==> config.mk <==
export PLATFORM = sky130hd
export DESIGN_NAME = picture_order_count_derive_core
export DESIGN_NICKNAME = d
export VERILOG_FILES = /design/src/design/pocd_pkg.sv /design/src/design/picture_order_count_derive_core.sv /design/src/design/pocd_ctrl.sv /design/src/design/pocd_dp.sv
export VERILOG_INCLUDE_DIRS = /design/src /design/src/design
export SDC_FILE = /design/constraint.sdc
export NUM_CORES = 1
export LEC_CHECK = 0
export ABC_AREA = 1
export CELL_PAD_IN_SITES_DETAIL_PLACEMENT = 1
export CELL_PAD_IN_SITES_GLOBAL_PLACEMENT = 1
export CORE_MARGIN = 4
export CORE_UTILIZATION = 47
export DETAILED_ROUTE_END_ITERATION = 6
export DONT_BUFFER_PORTS = 1
export PLACE_DENSITY = 0.88
export REMOVE_ABC_BUFFERS = 1
export SYNTH_ARGS = -nofsm -noshare
export SYNTH_HDL_FRONTEND = slang
export SYNTH_SLANG_ARGS = --single-unit
==> constraint.sdc <==
create_clock -name i_clk -period 15.6 [get_ports i_clk]
set_input_delay 3.12 -clock i_clk [delete_from_list [all_inputs] [get_ports i_clk]]
set_output_delay 3.12 -clock i_clk [all_outputs]
set_load 0.005 [all_outputs]
==> src/design/picture_order_count_derive_core_defines.svh <==
// ============================================================================
// Assertion macros for the picture order count derivation core
// Shared property templates, clocked on the rising edge and disabled in reset.
// ============================================================================
`ifndef PICTURE_ORDER_COUNT_DERIVE_CORE_DEFINES_SVH
`define PICTURE_ORDER_COUNT_DERIVE_CORE_DEFINES_SVH

// Same-cycle implication: when ante holds, cons holds in that cycle.
`define POCD_ASSERT_NOW(label, clk, rst_n, ante, cons, msg) \
    label: assert property (@(posedge clk) disable iff (!(rst_n)) \
        (ante) |-> (cons)) else $error(msg);

// Next-cycle implication: when ante holds, cons holds in the next cycle.
`define POCD_ASSERT_NEXT(label, clk, rst_n, ante, cons, msg) \
    label: assert property (@(posedge clk) disable iff (!(rst_n)) \
        (ante) |=> (cons)) else $error(msg);

`endif

==> src/design/pocd_pkg.sv <==
// ============================================================================
// pocd_pkg
// Types, register indexes and constants shared by the POC derivation core.
// ============================================================================
`default_nettype none

package pocd_pkg;

    // Default values of the top-level parameters.
    localparam int MAX_LOG2_SUB_GOP_DEF = 5;
    localparam int POC_WIDTH_DEF        = 32;

    // Configuration port shape and register indexes.
    localparam int CFG_INDEX_W = 2;
    localparam int CFG_DATA_W  = 5;

    localparam logic [CFG_INDEX_W-1:0] CFG_POC_LSB_MODE        = 2'd0;
    localparam logic [CFG_INDEX_W-1:0] CFG_LOG2_MAX_POC_LSB    = 2'd1;
    localparam logic [CFG_INDEX_W-1:0] CFG_LOG2_SUB_GOP_LENGTH = 2'd2;

    // Configuration reset values.
    localparam logic       RST_POC_LSB_MODE        = 1'b0;
    localparam logic [4:0] RST_LOG2_MAX_POC_LSB    = 5'd8;
    localparam logic [2:0] RST_LOG2_SUB_GOP_LENGTH = 3'd3;

    // Legal range of the POC LSB modulus exponent.
    localparam logic [4:0] LSB_LOG2_MIN = 5'd4;
    localparam logic [4:0] LSB_LOG2_MAX = 5'd16;

    // Result status codes.
    localparam logic STATUS_OK        = 1'b0;
    localparam logic STATUS_TID_RANGE = 1'b1;

    // One input item: one coded picture.
    typedef struct packed {
        logic        is_idr;
        logic [15:0] poc_lsb;
        logic [2:0]  temporal_id;
    } t_in_item;

    // One result item.
    typedef struct packed {
        logic signed [31:0] poc_value;
        logic               status;
    } t_out_item;

    // Commands from the controller to the datapath.
    typedef struct packed {
        logic load;    // capture the accepted item
        logic calc;    // update of the counts or offset search setup
        logic step;    // advance the decode offset by one position
        logic finish;  // apply the offset formula to the anchor
        logic push;    // move the result into the output register
    } t_cmd;

    // Status from the datapath to the controller.
    typedef struct packed {
        logic one_step;  // item completes in the calc cycle
        logic found;     // offset search reached its answer
    } t_dp_status;

endpackage

`default_nettype wire

==> src/design/picture_order_count_derive_core.sv <==
// ============================================================================
// picture_order_count_derive_core
// Derives the picture order count of each coded picture, by LSB wrap
// detection or by sub-GOP position search, one result item per input item.
// ============================================================================
//
//   Channel   Direction  Handshake                  Payload
//   -------   ---------  -------------------------  ---------------------------
//   in        input      i_in_valid / o_in_stall    i_in_item  (pocd_pkg::t_in_item)
//   out       output     o_out_valid / i_out_stall  o_out_item (pocd_pkg::t_out_item)
//   cfg       input      i_cfg_we                   i_cfg_index, i_cfg_data
//
// LSB mode, IDR, base layer and out-of-range items go through capture,
// update and hand-off. Other sub-GOP items add a search over the sub-GOP
// positions (at most 2^MAX_LOG2_SUB_GOP) and a final add before the
// hand-off; the offset search is the longest step.
// Reset is synchronous, active low, and clears the counts to zero. A stalled
// result waits in the output register while the next item is worked on.
// ============================================================================
`default_nettype none
`include "picture_order_count_derive_core_defines.svh"

module picture_order_count_derive_core #(
    parameter int MAX_LOG2_SUB_GOP = pocd_pkg::MAX_LOG2_SUB_GOP_DEF,
    parameter int POC_WIDTH        = pocd_pkg::POC_WIDTH_DEF
) (
    input  wire logic                               i_clk,
    input  wire logic                               i_rst_n,
    input  wire logic                               i_in_valid,
    output logic                                    o_in_stall,
    input  wire pocd_pkg::t_in_item                 i_in_item,
    output logic                                    o_out_valid,
    input  wire logic                               i_out_stall,
    output pocd_pkg::t_out_item                     o_out_item,
    input  wire logic                               i_cfg_we,
    input  wire logic [pocd_pkg::CFG_INDEX_W-1:0]   i_cfg_index,
    input  wire logic [pocd_pkg::CFG_DATA_W-1:0]    i_cfg_data
);
    import pocd_pkg::*;

    // Configuration registers.
    logic       r_lsb_mode;
    logic [4:0] r_log2_max_lsb;
    logic [2:0] r_log2_gop;

    // Output register.
    logic       r_out_valid;
    t_out_item  r_out;

    // Controller to datapath wiring.
    t_cmd       w_cmd;
    t_dp_status w_status;
    t_out_item  w_result;
    logic       w_ready;
    logic       w_out_free;

    // Handshake terms watched by the assertions.
    logic       w_in_take;
    logic       w_push_err;

    // The output register may take a new result when it is empty or when
    // its current result leaves in this same cycle.
    assign w_out_free = !r_out_valid || !i_out_stall;

    always_ff @(posedge i_clk) begin
        if (!i_rst_n) begin
            r_lsb_mode     <= RST_POC_LSB_MODE;
            r_log2_max_lsb <= RST_LOG2_MAX_POC_LSB;
            r_log2_gop     <= RST_LOG2_SUB_GOP_LENGTH;
        end else if (i_cfg_we) begin
            unique case (i_cfg_index)
                CFG_POC_LSB_MODE:        r_lsb_mode     <= i_cfg_data[0];
                CFG_LOG2_MAX_POC_LSB:    r_log2_max_lsb <= i_cfg_data[4:0];
                CFG_LOG2_SUB_GOP_LENGTH: r_log2_gop     <= i_cfg_data[2:0];
                default: begin
                    // Writes to unused indexes are dropped.
                end
            endcase
        end
    end

    pocd_ctrl u_ctrl (
        .i_clk      (i_clk),
        .i_rst_n    (i_rst_n),
        .i_in_valid (i_in_valid),
        .i_out_free (w_out_free),
        .i_status   (w_status),
        .o_ready    (w_ready),
        .o_cmd      (w_cmd)
    );

    pocd_dp #(
        .MAX_LOG2_SUB_GOP (MAX_LOG2_SUB_GOP),
        .POC_WIDTH        (POC_WIDTH)
    ) u_dp (
        .i_clk          (i_clk),
        .i_rst_n        (i_rst_n),
        .i_cmd          (w_cmd),
        .i_item         (i_in_item),
        .i_lsb_mode     (r_lsb_mode),
        .i_log2_max_lsb (r_log2_max_lsb),
        .i_log2_gop     (r_log2_gop),
        .o_status       (w_status),
        .o_result       (w_result)
    );

    // The result register loads on a push and empties when taken.
    always_ff @(posedge i_clk) begin
        if (!i_rst_n) begin
            r_out_valid <= 1'b0;
        end else if (w_cmd.push) begin
            r_out_valid <= 1'b1;
        end else if (!i_out_stall) begin
            r_out_valid <= 1'b0;
        end
    end

    always_ff @(posedge i_clk) begin
        if (w_cmd.push) begin
            r_out <= w_result;
        end
    end

    assign o_in_stall  = !w_ready;
    assign o_out_valid = r_out_valid;
    assign o_out_item  = r_out;

    assign w_in_take  = i_in_valid && !o_in_stall;
    assign w_push_err = w_cmd.push && (w_result.status == STATUS_TID_RANGE);

    // An accepted item keeps the input closed for at least the next cycle.
    `POCD_ASSERT_NEXT(a_take_closes, i_clk, i_rst_n, w_in_take, o_in_stall, "input reopened")
    // A result is only pushed into a free output register.
    `POCD_ASSERT_NOW(a_push_has_room, i_clk, i_rst_n, w_cmd.push, w_out_free, "push over a result")
    // Out-of-range status only arises in sub-GOP mode.
    `POCD_ASSERT_NOW(a_err_subgop, i_clk, i_rst_n, w_push_err, !r_lsb_mode, "error in LSB mode")
    // The controller never accepts an item while a result is being pushed.
    `POCD_ASSERT_NOW(a_push_not_load, i_clk, i_rst_n, w_cmd.push, o_in_stall, "push with input open")

endmodule

`default_nettype wire

==> src/design/pocd_ctrl.sv <==
// ============================================================================
// pocd_ctrl
// Sequencer for one picture: capture, update or search, final add, hand-off.
// ============================================================================
`default_nettype none

module pocd_ctrl (
    input  wire logic               i_clk,
    input  wire logic               i_rst_n,
    input  wire logic               i_in_valid,
    input  wire logic               i_out_free,
    input  wire pocd_pkg::t_dp_status i_status,
    output logic                    o_ready,
    output pocd_pkg::t_cmd          o_cmd
);
    import pocd_pkg::*;

    typedef enum logic [4:0] {
        S_IDLE   = 5'b00001,
        S_CALC   = 5'b00010,
        S_SEARCH = 5'b00100,
        S_ADD    = 5'b01000,
        S_DONE   = 5'b10000
    } t_state;

    t_state r_state;
    t_state n_state;

    always_comb begin
        n_state = r_state;
        o_cmd   = '0;
        o_ready = 1'b0;
        unique case (r_state)
            S_IDLE: begin
                o_ready = 1'b1;
                if (i_in_valid) begin
                    o_cmd.load = 1'b1;
                    n_state    = S_CALC;
                end
            end
            S_CALC: begin
                o_cmd.calc = 1'b1;
                n_state    = i_status.one_step ? S_DONE : S_SEARCH;
            end
            S_SEARCH: begin
                if (i_status.found) begin
                    n_state = S_ADD;
                end else begin
                    o_cmd.step = 1'b1;
                end
            end
            S_ADD: begin
                o_cmd.finish = 1'b1;
                n_state      = S_DONE;
            end
            S_DONE: begin
                if (i_out_free) begin
                    o_cmd.push = 1'b1;
                    n_state    = S_IDLE;
                end
            end
            default: begin
                n_state = S_IDLE;
            end
        endcase
    end

    always_ff @(posedge i_clk) begin
        if (!i_rst_n) begin
            r_state <= S_IDLE;
        end else begin
            r_state <= n_state;
        end
    end

endmodule

`default_nettype wire

==> src/design/pocd_dp.sv <==
// ============================================================================
// pocd_dp
// POC state registers, LSB wrap logic, decode offset search and final add.
// ============================================================================
`default_nettype none

module pocd_dp #(
    parameter int MAX_LOG2_SUB_GOP = pocd_pkg::MAX_LOG2_SUB_GOP_DEF,
    parameter int POC_WIDTH        = pocd_pkg::POC_WIDTH_DEF
) (
    input  wire logic                 i_clk,
    input  wire logic                 i_rst_n,
    input  wire pocd_pkg::t_cmd       i_cmd,
    input  wire pocd_pkg::t_in_item   i_item,
    input  wire logic                 i_lsb_mode,
    input  wire logic [4:0]           i_log2_max_lsb,
    input  wire logic [2:0]           i_log2_gop,
    output pocd_pkg::t_dp_status      o_status,
    output pocd_pkg::t_out_item       o_result
);
    import pocd_pkg::*;

    localparam int OFF_W = MAX_LOG2_SUB_GOP;
    localparam int LEN_W = MAX_LOG2_SUB_GOP + 1;
    localparam int PW    = POC_WIDTH;

    // Bit length of the offset: the temporal layer expected at that position.
    function automatic logic [2:0] layer_of(input logic [OFF_W-1:0] d);
        logic [2:0] t;
        t = '0;
        for (int i = 0; i < OFF_W; i++) begin
            if (d[i]) begin
                t = 3'(i + 1);
            end
        end
        return t;
    endfunction

    // State with a defined reset.
    logic [PW-1:0]    r_cur;
    logic [PW-1:0]    r_prev;
    logic [OFF_W-1:0] r_dec;
    logic [PW-1:0]    n_cur;
    logic [PW-1:0]    n_prev;
    logic [OFF_W-1:0] n_dec;

    // Working registers of the current item.
    logic             r_idr;
    logic [15:0]      r_lsb;
    logic [2:0]       r_tid;
    logic [OFF_W-1:0] r_d;
    logic [LEN_W-1:0] r_steps;
    logic             r_status;

    // Sub-GOP geometry.
    logic [2:0]       w_lg;
    logic [LEN_W-1:0] w_len;
    logic [OFF_W-1:0] w_mask;
    logic [PW-1:0]    w_len_pw;
    logic             w_tid_over;
    logic [OFF_W-1:0] w_d0;
    logic [2:0]       w_shift;
    logic [PW-1:0]    w_off;

    // LSB mode.
    logic [4:0]       w_n;
    logic [16:0]      w_maxl;
    logic [16:0]      w_half;
    logic [16:0]      w_lmask;
    logic [16:0]      w_lsb17;
    logic [31:0]      w_cur32;
    logic [16:0]      w_plsb17;
    logic [PW-1:0]    w_pmsb;
    logic [PW-1:0]    w_maxl_pw;
    logic [PW-1:0]    w_msb;
    logic [PW-1:0]    w_lsb_poc;

    assign w_lg       = (i_log2_gop > 3'(MAX_LOG2_SUB_GOP)) ? 3'(MAX_LOG2_SUB_GOP)
                                                            : i_log2_gop;
    assign w_len      = LEN_W'(1) << w_lg;
    assign w_mask     = OFF_W'(w_len - LEN_W'(1));
    assign w_len_pw   = PW'(w_len);
    assign w_tid_over = (r_tid > w_lg);
    assign w_d0       = OFF_W'(r_dec + OFF_W'(1)) & w_mask;
    assign w_shift    = w_lg - r_tid;
    assign w_off      = (PW'({r_d, 1'b1}) << w_shift) - (w_len_pw << 1);

    assign o_status.one_step = i_lsb_mode | r_idr | w_tid_over | (r_tid == 3'd0);
    assign o_status.found    = (layer_of(r_d) == r_tid) || (r_steps == w_len);

    // LSB wrap detection against the previous count.
    always_comb begin
        priority if (i_log2_max_lsb < LSB_LOG2_MIN) begin
            w_n = LSB_LOG2_MIN;
        end else if (i_log2_max_lsb > LSB_LOG2_MAX) begin
            w_n = LSB_LOG2_MAX;
        end else begin
            w_n = i_log2_max_lsb;
        end
        w_maxl    = 17'(1) << w_n;
        w_half    = w_maxl >> 1;
        w_lmask   = w_maxl - 17'd1;
        w_lsb17   = r_idr ? 17'd0 : ({1'b0, r_lsb} & w_lmask);
        w_cur32   = 32'(signed'(r_cur));
        w_plsb17  = w_cur32[16:0] & w_lmask;
        w_pmsb    = r_cur - PW'(w_plsb17);
        w_maxl_pw = PW'(w_maxl);
        priority if (r_idr) begin
            w_msb = '0;
        end else if ((w_lsb17 < w_plsb17) && ((w_plsb17 - w_lsb17) >= w_half)) begin
            w_msb = w_pmsb + w_maxl_pw;
        end else if ((w_lsb17 > w_plsb17) && ((w_lsb17 - w_plsb17) > w_half)) begin
            w_msb = w_pmsb - w_maxl_pw;
        end else begin
            w_msb = w_pmsb;
        end
        w_lsb_poc = w_msb + PW'(w_lsb17);
    end

    // Next values of the persistent counts.
    always_comb begin
        n_cur  = r_cur;
        n_prev = r_prev;
        n_dec  = r_dec;
        if (i_cmd.calc) begin
            priority if (i_lsb_mode) begin
                n_prev = r_cur;
                n_cur  = w_lsb_poc;
            end else if (r_idr) begin
                n_cur  = '0;
                n_prev = '0;
                n_dec  = '1;
            end else if (w_tid_over) begin
                n_cur = r_cur;
            end else if (r_tid == 3'd0) begin
                n_cur  = r_prev + w_len_pw;
                n_prev = r_prev + w_len_pw;
                n_dec  = '0;
            end else if (w_d0 == '0) begin
                n_prev = r_prev + w_len_pw;
            end else begin
                n_prev = r_prev;
            end
        end
        if (i_cmd.finish) begin
            n_dec = r_d;
            n_cur = r_prev + w_off;
        end
    end

    always_ff @(posedge i_clk) begin
        if (!i_rst_n) begin
            r_cur  <= '0;
            r_prev <= '0;
            r_dec  <= '0;
        end else begin
            r_cur  <= n_cur;
            r_prev <= n_prev;
            r_dec  <= n_dec;
        end
    end

    always_ff @(posedge i_clk) begin
        if (i_cmd.load) begin
            r_idr <= i_item.is_idr;
            r_lsb <= i_item.poc_lsb;
            r_tid <= i_item.temporal_id;
        end
        if (i_cmd.calc) begin
            r_status <= (!i_lsb_mode && !r_idr && w_tid_over) ? STATUS_TID_RANGE
                                                              : STATUS_OK;
            r_d      <= w_d0;
            r_steps  <= '0;
        end
        if (i_cmd.step) begin
            r_d     <= OFF_W'(r_d + OFF_W'(1)) & w_mask;
            r_steps <= r_steps + LEN_W'(1);
        end
    end

    assign o_result.poc_value = 32'(signed'(r_cur));
    assign o_result.status    = r_status;

endmodule

`default_nettype wire
After elaboration in Yosys (flattened, before gate mapping)
Cells that the tools add are included.
- register bits: 149
- bits of input ports: 32
- output and inout bits: 35
- word-level logic and storage cells: 142
- add/subtract/negate cells: 15
- $lt $le $gt $ge: 8
- equal/unequal tests: 17
- shift-type cells: 3
- mux-type cells: 50
- bitwise operators: 7
- reductions and logical operators: 26
- operators with widths (cell ; number):
    32-bit two-way mux ; 14
    5-bit two-way mux ; 14
    32-bit by 17-bit adder with 32-bit output ; 2
    32-bit by 17-bit subtractor with 32-bit output ; 2
    17-bit subtractor ; 2
    32-bit adder ; 1
    32-bit by 6-bit adder with 32-bit output ; 1
    6-bit by 3-bit << shifter with 32-bit output ; 1
    32-bit by 7-bit subtractor with 32-bit output ; 1
    5-bit one-hot mux with 5 select lines ; 1
    16-bit by 17-bit AND with 17-bit output ; 1
    17-bit AND ; 1
    17-bit by 16-bit greater-or-equal comparator with 1-bit output ; 1
    17-bit by 16-bit greater-than comparator with 1-bit output ; 1
    17-bit greater-than comparator ; 1
    17-bit less-than comparator ; 1
    17-bit two-way mux ; 1
    1-bit by 5-bit << shifter with 17-bit output (first input constant) ; 1
    17-bit by 1-bit subtractor with 17-bit output (second input constant) ; 1
    1-bit two-way mux ; 13
    3-bit two-way mux ; 4
    6-bit two-way mux ; 2
    5-bit by 1-bit adder with 5-bit output (second input constant) ; 2
    5-bit AND ; 2
    other kinds (35) ; 55

Logic depth before layout (Yosys ltp)
Gate-level depths: netlist of run 1.
- depth in word-level cells: 17
- gate-level depth with buffers: 59
- mapped depth without buffers: 56

Hierarchy
A second synthesis of run 1 with hierarchy kept.
- cells, all modules: 2504
- area total of the unflattened synthesis: 16836.1 µm²
- by module, submodules not included (module ; instances ; cells each ; area each (µm²) ; sequential area each (µm²)):
    pocd_dp ; 1 ; 2364 ; 15083.2 ; 2342.2
    picture_order_count_derive_core ; 1 ; 93 ; 1437.6 ; 1191.1
    pocd_ctrl ; 1 ; 47 ; 315.3 ; 100.1

Least setup slack after synthesis of run 1
OpenSTA, ideal clock, no wires.
- path kind: register to register
- start point: register u_dp.r_idr
- end point: register u_dp.r_cur[30]
- library setup time: 119 ps
- data arrival time: 6730 ps
- data required time: 15481 ps
- path slack: 8750 ps
- stages on the path, launching flop included: 48
- path buffers: 6
- period minus slack after synthesis: 6850 ps
- cells stage by stage: edfxtp_1 inv_1 buf_4 buf_2 buf_1 buf_1 nand3_1 ha_1 buf_2 nand2_1 o21ai_0 a21oi_1 o311ai_0 xor2_1 ha_1 nand2_1 inv_1 nand3_1 [12 not listed] nor2_1 o21ai_0 nand2_1 nand2_1 nand2_1 a21oi_1 o21ai_0 nand3_1 nor2_1 nand2_1 nor2_2 nand3_1 nor2_2 nand3_1 nand3_1 nand2_1 nand2_1 a21oi_1
- cells in the longest elaborated chain, start to end: 11
- elaborated cells on any way between the ends: 20
- classes of those cells: add/sub: 3; order compare: 4; eq/ne: 1; mux: 8; reduce/logical: 4
- RTL lines (what ; RTL line ; text):
    start, declared ; pocd_dp.sv:48 ; logic r_idr;
    start signal, assigned ; pocd_dp.sv:165 ; r_idr <= i_item.is_idr;
    17-bit two-way mux ; pocd_dp.sv:103 ; w_lsb17 = r_idr ? 17'd0 : ({1'b0, r_lsb} & w_lmask);
    17-bit subtractor ; pocd_dp.sv:112 ; end else if ((w_lsb17 > w_plsb17) && ((w_lsb17 - w_plsb17) > w_half)) begin
    17-bit by 16-bit greater-than comparator with 1-bit output ; pocd_dp.sv:112 ;
    1-bit logical AND ; pocd_dp.sv:112 ;
    32-bit two-way mux ; pocd_dp.sv:112 ;
    32-bit two-way mux ; pocd_dp.sv:110 ; end else if ((w_lsb17 < w_plsb17) && ((w_plsb17 - w_lsb17) >= w_half)) begin
    32-bit two-way mux ; pocd_dp.sv:108 ; priority if (r_idr) begin
    32-bit by 17-bit adder with 32-bit output ; pocd_dp.sv:117 ; w_lsb_poc = w_msb + PW'(w_lsb17);
    32-bit two-way mux ; pocd_dp.sv:126 ; priority if (i_lsb_mode) begin
    32-bit two-way mux ; pocd_dp.sv:125 ; if (i_cmd.calc) begin
    32-bit two-way mux ; pocd_dp.sv:145 ; if (i_cmd.finish) begin
    end signal, assigned ; pocd_dp.sv:157 ; r_cur <= n_cur;
    end, declared ; pocd_dp.sv:40 ; logic [PW-1:0] r_cur;
Several ways; a longest one is shown, not always the timed one. The select of a mux whose other input is x is not followed.
A chain may end at the register's enable or synchronous reset.

Worst setup path after layout of run 1
- start point: register r_log2_max_lsb[4]
- end point: register u_dp.r_cur[30]
- cells in the longest elaborated chain, start to end: 17
- elaborated cells on any way between the ends: 27
- classes of those cells: add/sub: 7; order compare: 6; shift: 1; mux: 9; bitwise: 2; reduce/logical: 2
- RTL lines (what ; RTL line ; text):
    start, declared ; picture_order_count_derive_core.sv:43 ; logic [4:0] r_log2_max_lsb;
    start signal, assigned ; picture_order_count_derive_core.sv:73 ; CFG_LOG2_MAX_POC_LSB: r_log2_max_lsb <= i_cfg_data[4:0];
    5-bit greater-than comparator ; pocd_dp.sv:95 ; end else if (i_log2_max_lsb > LSB_LOG2_MAX) begin
    5-bit two-way mux ; pocd_dp.sv:95 ;
    5-bit two-way mux (*) ; pocd_dp.sv:93 ; priority if (i_log2_max_lsb < LSB_LOG2_MIN) begin
    1-bit by 5-bit << shifter with 17-bit output (*) ; pocd_dp.sv:100 ; w_maxl = 17'(1) << w_n;
    parallel branches: the longest is 9 deep, another holds 32-bit by 17-bit subtractor with 32-bit output ; n/a ;
    32-bit by 17-bit adder with 32-bit output (*) ; pocd_dp.sv:117 ;
    32-bit two-way mux (*) ; pocd_dp.sv:126 ;
    32-bit two-way mux (*) ; pocd_dp.sv:125 ;
    32-bit two-way mux (*) ; pocd_dp.sv:145 ;
Every way passes the cells marked *. The select of a mux whose other input is x is not followed.

==> flow_metrics.env, run 1 <==
export IMPL_report_final_slew_viol_count=0
export IMPL_leakage_nw=8.66
export IMPL_synth_cell_type_count=63
export IMPL_coreArea_sq_mm=0.0356
export IMPL_synth_seq_area_share_pct=21.4
export IMPL_setup_viol=0
export IMPL_critPathKind="reg -> reg"
export IMPL_r2r_end="u_dp.r_cur[30]"
export IMPL_max_stage_delay_ns=0.62
export IMPL_synth_edf_count=65
export IMPL_ctsResizeCount=0
export IMPL_firstDrtPassIters=5
export IMPL_internal_power_mw=0.926
export IMPL_tightest_slew_ns=0.922
export IMPL_fp_dieW_um=198
export IMPL_utilization_pct=50.4
export IMPL_cts_setup_buffers=0
export IMPL_nFillCells=4773
export IMPL_gp_congestion=0.949
export IMPL_die_area_sq_mm=0.0392
export IMPL_stdcell_area_sq_mm=0.0179
export IMPL_power_share_clock_pct=25.2
export IMPL_post_place_ws_ns=7.26
export IMPL_numPortBuffers=0
export IMPL_place_area_sq_mm=0.0173
export IMPL_crit_family="simple AND/OR/NAND/NOR gates"
export IMPL_max_cap_viol_count=0
export IMPL_wl_per_cell_um=22.6
export IMPL_syn_inst=2547
export IMPL_drtAntennaViolNets=0
export IMPL_mostFrequentLayoutCell="nand2_1"
export IMPL_cp_common_cell="nand2_1"
export IMPL_async_flop_share_pct=0
export IMPL_ios=67
export IMPL_drt_wl_total_um=67400
export IMPL_slew_limit_headroom_pct=38.3
export IMPL_cts_htree_levels=4
export IMPL_rsz0062_at_grt="false"
export IMPL_synth_area_sq_mm=0.0169
export IMPL_r2r_cells=51
export IMPL_r2r_slack_ns=7.00
export IMPL_setup_tns_ns=0
export IMPL_synth_top_flop_cell="dfxtp_1"
export IMPL_cts_sinks=149
export IMPL_layout_common_cells="486 x nand2_1, 384 x inv_1, 240 x a21oi_1, 209 x nor2_1, 181 x ha_1"
export IMPL_num_rows=69
export IMPL_cp_startpoint="r_log2_max_lsb[4]"
export IMPL_root_buffer="clkbuf_16"
export IMPL_p_switching_mw=0.786
export IMPL_cp_depth=51
export IMPL_fin_nets=2736
export IMPL_combPwrFrac_pct=49.3
export IMPL_cts_max_path_buffers=2
export IMPL_clock_latency_ns=0.45
export IMPL_power_density_mw_per_mm2=95.5
export IMPL_dpl_hpwl_um=54100
export IMPL_drt_iter0_markers=1389
export IMPL_areaGrowthSynthToFinish_pct=5.80
export IMPL_vias=18000
export IMPL_vias_per_cell=6.03
export IMPL_cts_tree="yes"
export IMPL_syn_area_per_cell_sq_um=6.65
export IMPL_antenna_found_initial=7
export IMPL_hold_depth=0
export IMPL_cts_hold_buf=0
export IMPL_status="completed"
export IMPL_die_h_um=198
export IMPL_required_ns=15.94
export IMPL_synth_warning_count=0
export IMPL_grt_pass1_wl_um=105000
export IMPL_drive_gt1_share_pct=6.58
export IMPL_arrival_ns=8.94
export IMPL_finalHoldViolations=0
export IMPL_ir_drop_mv=0.0909
export IMPL_track_usage_pct=34.0
export IMPL_fin_crit_sh_pct=55.1
export IMPL_power_share_switching_pct=45.9
export IMPL_setup_ws_ns=7.00
export IMPL_start_util_pct=47.6
export IMPL_hold_path_class="reg -> reg"
export IMPL_fin_total_pwr_mw=1.71
export IMPL_synth_seq_cells=149
export IMPL_r2r_start="r_log2_max_lsb[4]"
export IMPL_path_buf_inv=7
export IMPL_crit_slowest_cell="dfxtp_1"
export IMPL_overflow=0
export IMPL_clk_pin_slew_ns=0.07
export IMPL_drc_errors=0
export IMPL_power_share_sequential_pct=25.5
export IMPL_critPathLaunchType="flip-flop"
export IMPL_fin_crit_ns=8.60
export IMPL_cts_made_buffers=17
export IMPL_grt_pass1_vias=18500
export IMPL_worstSetupEndpoint="u_dp.r_cur[30]"
export IMPL_finalClockSkew_ns=0.0112
export IMPL_crit_fanout=26
export IMPL_worstSetupEndpointType="flip-flop"
export IMPL_grt_max_degree=54
export IMPL_max_freq_mhz=116
-- kinds of logic after synthesis --
family,Yosys count,synth area share [%]
AO/OA/AOI/OAI,571,19.4
XOR/XNOR,87,4.50
AND/OR/NAND/NOR,1048,28.3
flip-flops,149,21.4
other,2,0.0443
adder cells (fa/ha/maj),194,14.9
multiplexers,1,0.0591
buffers and inverters,495,11.3
-- through the flow --
| stage | instances | hold slack, ns |
|---|---|---|
| after floorplan | 2481 | 0.400 |
| after global placement | 2952 | 0.419 |
| after detailed placement | 2952 | 0.421 |
| after CTS | 2984 | 0.465 |
| after global routing | 2987 | 0.472 |
| final | 2988 | 0.465 |
-- Yosys cell counts, drive strengths merged (51+ instances only) --
cell type / n / area, sq um
nand2: 507 / 1980
inv: 404 / 1530
nor2: 252 / 1130
a21oi: 242 / 1210
ha: 181 / 2260
o21ai: 179 / 896
nand3: 173 / 1000
dfxtp: 84 / 1680
xor2: 66 / 578
edfxtp: 65 / 1950
clkbuf: 62 / 241
nand4: 51 / 325
-- flip-flops by register name (all words and copies together) (netlist names) --
signal	flops
u_dp.r_status	1
u_dp.r_lsb	16
r_log2_gop	3
u_dp.r_idr	1
u_dp.r_tid	3
u_ctrl.r_state	5
u_dp.r_steps	6
u_dp.r_d	5
r_log2_max_lsb	5
u_dp.r_cur	32
r_lsb_mode	1
u_dp.r_prev	32
u_dp.r_dec	5
o_out_item	33
o_out_valid	1
-- power by group through the flow --
stage | sequential (mW) | clock (mW) | combinational [mW]
after floorplan | 0.439 | 0 | 0.571
after global placement | 0.444 | 0 | 0.780
after detailed placement | 0.444 | 0 | 0.809
after CTS | 0.436 | 0.431 | 0.818
after global routing | 0.438 | 0.449 | 0.926
final | 0.437 | 0.432 | 0.844
-- metal layers --
layer | track usage (%) | share of wire (%) | vias to the layer above
met1 | 44.9 | 43 | 8834
li1 | - | - | 8418
met4 | 11.6 | 3.5 | 6
met3 | 4.75 | 6.2 | 137
met2 | 57.3 | 47 | 632
met5 | 0 | 0.061 | -
-- area by class of cell --
type / instances / area, sq um / area share [%]
Multi-Input combinational cell: 1922 / 11500 / 64.1
Sequential cell: 149 / 3630 / 20.3
Inverter: 410 / 1550 / 8.65
Tap cell: 461 / 577 / 3.22
Clock buffer: 18 / 429 / 2.39
Clock inverter: 14 / 165 / 0.921
Timing Repair Buffer: 10 / 75.1 / 0.419
Antenna cell: 4 / 10.0 / 0.0558
-- worst register-to-register path, delay by kind of cell (launching register included) --
kind                       cells  cell delay [ns]
and+or+nand+nor               30             3.62
adders and majority gates      3             1.21
buffers and inverters          7             1.04
xor gates and xnor gates       1             0.15
AOI/OAI and AO/OA             10             1.85
DFF                            1             0.62
-- worst min path at each step --
stage / startpoint / slack [ns] / endpoint
floorplan: u_dp.r_status / 0.40 / o_out_item[0]
global placement: u_dp.r_status / 0.42 / o_out_item[0]
detailed placement: u_dp.r_status / 0.42 / o_out_item[0]
CTS: u_dp.r_status / 0.47 / o_out_item[0]
global route: u_dp.r_status / 0.47 / o_out_item[0]
finish: u_dp.r_status / 0.47 / o_out_item[0]
Power figures use the tool's default switching activity.
==> inputs of run 2 (changes only) <==
- clock period: 15.6 -> 8.9 ns (I/O delays scaled with it)
==> run 2 against run 1 <==
The flow now finishes with violations (DRC). Count of clock-buffer cells in the layout is 1 lower. Final area barely moved. Non-clock buffer count increased by 2. Via count fell by 0.80%. Worst setup slack got worse by 6.1 ns. First-iteration DRC count shrank 18%. Fmax grew 7.6%. Die area did not move. Hold slack worse by 0.0084 ns. Critical endpoint is now u_dp.r_cur[28]. Largest power group unchanged.
==> flow_metrics.env, run 2 (same netlist as run 1, synthesis figures left out) <==
export IMPL_coreArea_sq_mm=0.0356
export IMPL_crit_slowest_cell="dfxtp_2"
export IMPL_dpl_hpwl_um=51500
export IMPL_drtAntennaViolNets=0
export IMPL_max_cap_viol_count=0
export IMPL_status="complete, but fails checks"
export IMPL_drt_wl_total_um=64600
export IMPL_critPathKind="reg -> reg"
export IMPL_die_area_sq_mm=0.0392
export IMPL_fp_dieW_um=198
export IMPL_required_ns=9.25
export IMPL_cts_made_buffers=17
export IMPL_firstDrtPassIters=7
export IMPL_power_density_mw_per_mm2=164
export IMPL_nFillCells=4767
export IMPL_num_rows=69
export IMPL_numPortBuffers=0
export IMPL_finalClockSkew_ns=0.0124
export IMPL_ios=67
export IMPL_areaGrowthSynthToFinish_pct=5.77
export IMPL_setup_viol=0
export IMPL_setup_tns_ns=0
export IMPL_die_h_um=198
export IMPL_tightest_slew_ns=0.946
export IMPL_antenna_found_initial=5
export IMPL_cp_common_cell="nand2_1"
export IMPL_vias=17900
export IMPL_fin_total_pwr_mw=2.94
export IMPL_vias_per_cell=5.98
export IMPL_max_freq_mhz=125
export IMPL_slew_limit_headroom_pct=36.9
export IMPL_leakage_nw=8.66
export IMPL_grt_pass1_vias=18700
export IMPL_rsz0062_at_grt="false"
export IMPL_gp_congestion=0.990
export IMPL_track_usage_pct=32.6
export IMPL_cts_hold_buf=0
export IMPL_hp_start="u_dp.r_status"
export IMPL_arrival_ns=8.33
export IMPL_clk_pin_slew_ns=0.08
export IMPL_max_stage_delay_ns=0.41
export IMPL_ir_drop_mv=0.153
export IMPL_wl_per_cell_um=21.6
export IMPL_r2r_slack_ns=0.91
export IMPL_report_final_slew_viol_count=0
export IMPL_crit_fanout=28
export IMPL_grt_pass1_wl_um=101000
export IMPL_critPathLaunchType="flip-flop"
export IMPL_start_util_pct=47.6
export IMPL_cts_htree_levels=4
export IMPL_hold_path_class="reg -> reg"
export IMPL_worstSetupEndpointType="flip-flop"
export IMPL_cts_max_path_buffers=2
export IMPL_r2r_start="r_log2_max_lsb[4]"
export IMPL_hold_depth=0
export IMPL_drt_iter0_markers=1134
export IMPL_overflow=0
export IMPL_r2r_cells=47
export IMPL_root_buffer="clkbuf_16"
export IMPL_fin_nets=2738
export IMPL_cts_tree="yes"
export IMPL_drive_gt1_share_pct=6.85
export IMPL_mostFrequentLayoutCell="nand2_1"
export IMPL_violations="DRC"
export IMPL_fin_crit_sh_pct=89.8
export IMPL_drc_errors=1
export IMPL_layout_common_cells="486 x nand2_1, 384 x inv_1, 240 x a21oi_1, 209 x nor2_1, 181 x ha_1"
export IMPL_r2r_end="u_dp.r_cur[28]"
export IMPL_clock_latency_ns=0.46
export IMPL_largest_register_ffs=33
export IMPL_finalHoldViolations=0
export IMPL_min_to="o_out_item[0]"
export IMPL_cp_startpoint="r_log2_max_lsb[4]"
export IMPL_stdcell_area_sq_mm=0.0179
export IMPL_cts_sinks=149
export IMPL_grt_max_degree=54
export IMPL_fin_crit_ns=7.99
export IMPL_place_area_sq_mm=0.0173
-- run 2: cell count changes in the layout (fill, tap and decap cells not counted), moves of 2 or more --
cell / previous run / this run
buf_4: 10 / 12
bufinv_16: 2 / 0
clkinvlp_4: 4 / 2
dfxtp_1: 83 / 80
dfxtp_2: 1 / 4
-- run 2: layer usage --
| layer | global-route usage (%) | up-vias | routed length (um) |
|---|---|---|---|
| li1 | - | 8443 | - |
| met1 | 41.4 | 8698 | 27500 |
| met2 | 55.1 | 584 | 30400 |
| met3 | 5.96 | 156 | 4250 |
| met4 | 12.4 | 2 | 2430 |
| met5 | 0 | - | 17 |
-- run 2: critical path, delay by kind of cell, from the launching register on --
kind                       cells  cell delay (ns)
adders and majority gates      3             1.04
AOI/OAI and AO/OA              8             1.53
and+or+nand+nor               29             3.88
buffers and inverters          6             0.76
xor gates and xnor gates       1             0.24
DFF                            1             0.41
-- run 2: power by group --
part	leakage, nW	internal (mW)	switching [mW]	total, mW
sequential	1.24	0.736	0.0286	0.765
clock	0.274	0.369	0.355	0.724
combinational	7.15	0.463	0.985	1.45
-- run 2: worst max path at each step --
stage	to	slack, ns	cells after the start
CTS	u_dp.r_cur[28]	0.77	47
floorplan	u_dp.r_cur[30]	1.86	41
global placement	u_dp.r_cur[30]	1.14	47
global route	u_dp.r_cur[28]	0.09	50
detailed placement	u_dp.r_cur[30]	0.86	47
finish	u_dp.r_cur[28]	0.91	47
-- run 2: area by class of cell --
cell class                 count  area, sq um  area share (%)
clock inverter                15          140           0.782
sequential                   149         3640            20.3
antenna                        4         10.0          0.0558
clock buffer                  17          425            2.37
multi-input combinational   1922        11500            64.1
inverter                     410         1550            8.66
tap                          461          577            3.22
timing repair buffer          12         90.1           0.503
-- run 2: metrics by stage --
stage	util [%]	setup WS, ns	cells	hold WS (ns)
after CTS	50.3	0.765	2986	0.465
after global routing	50.4	0.0883	2989	0.473
after floorplan	-	1.86	2481	0.400
after global placement	48.8	1.14	2954	0.452
after detailed placement	48.8	0.856	2954	0.436
final	50.4	0.911	2990	0.457
-- run 2: timing repair --
item	CTS	global route
resized for setup	0	5
buffers inserted	0	0
endpoints found under the setup margin	0	9
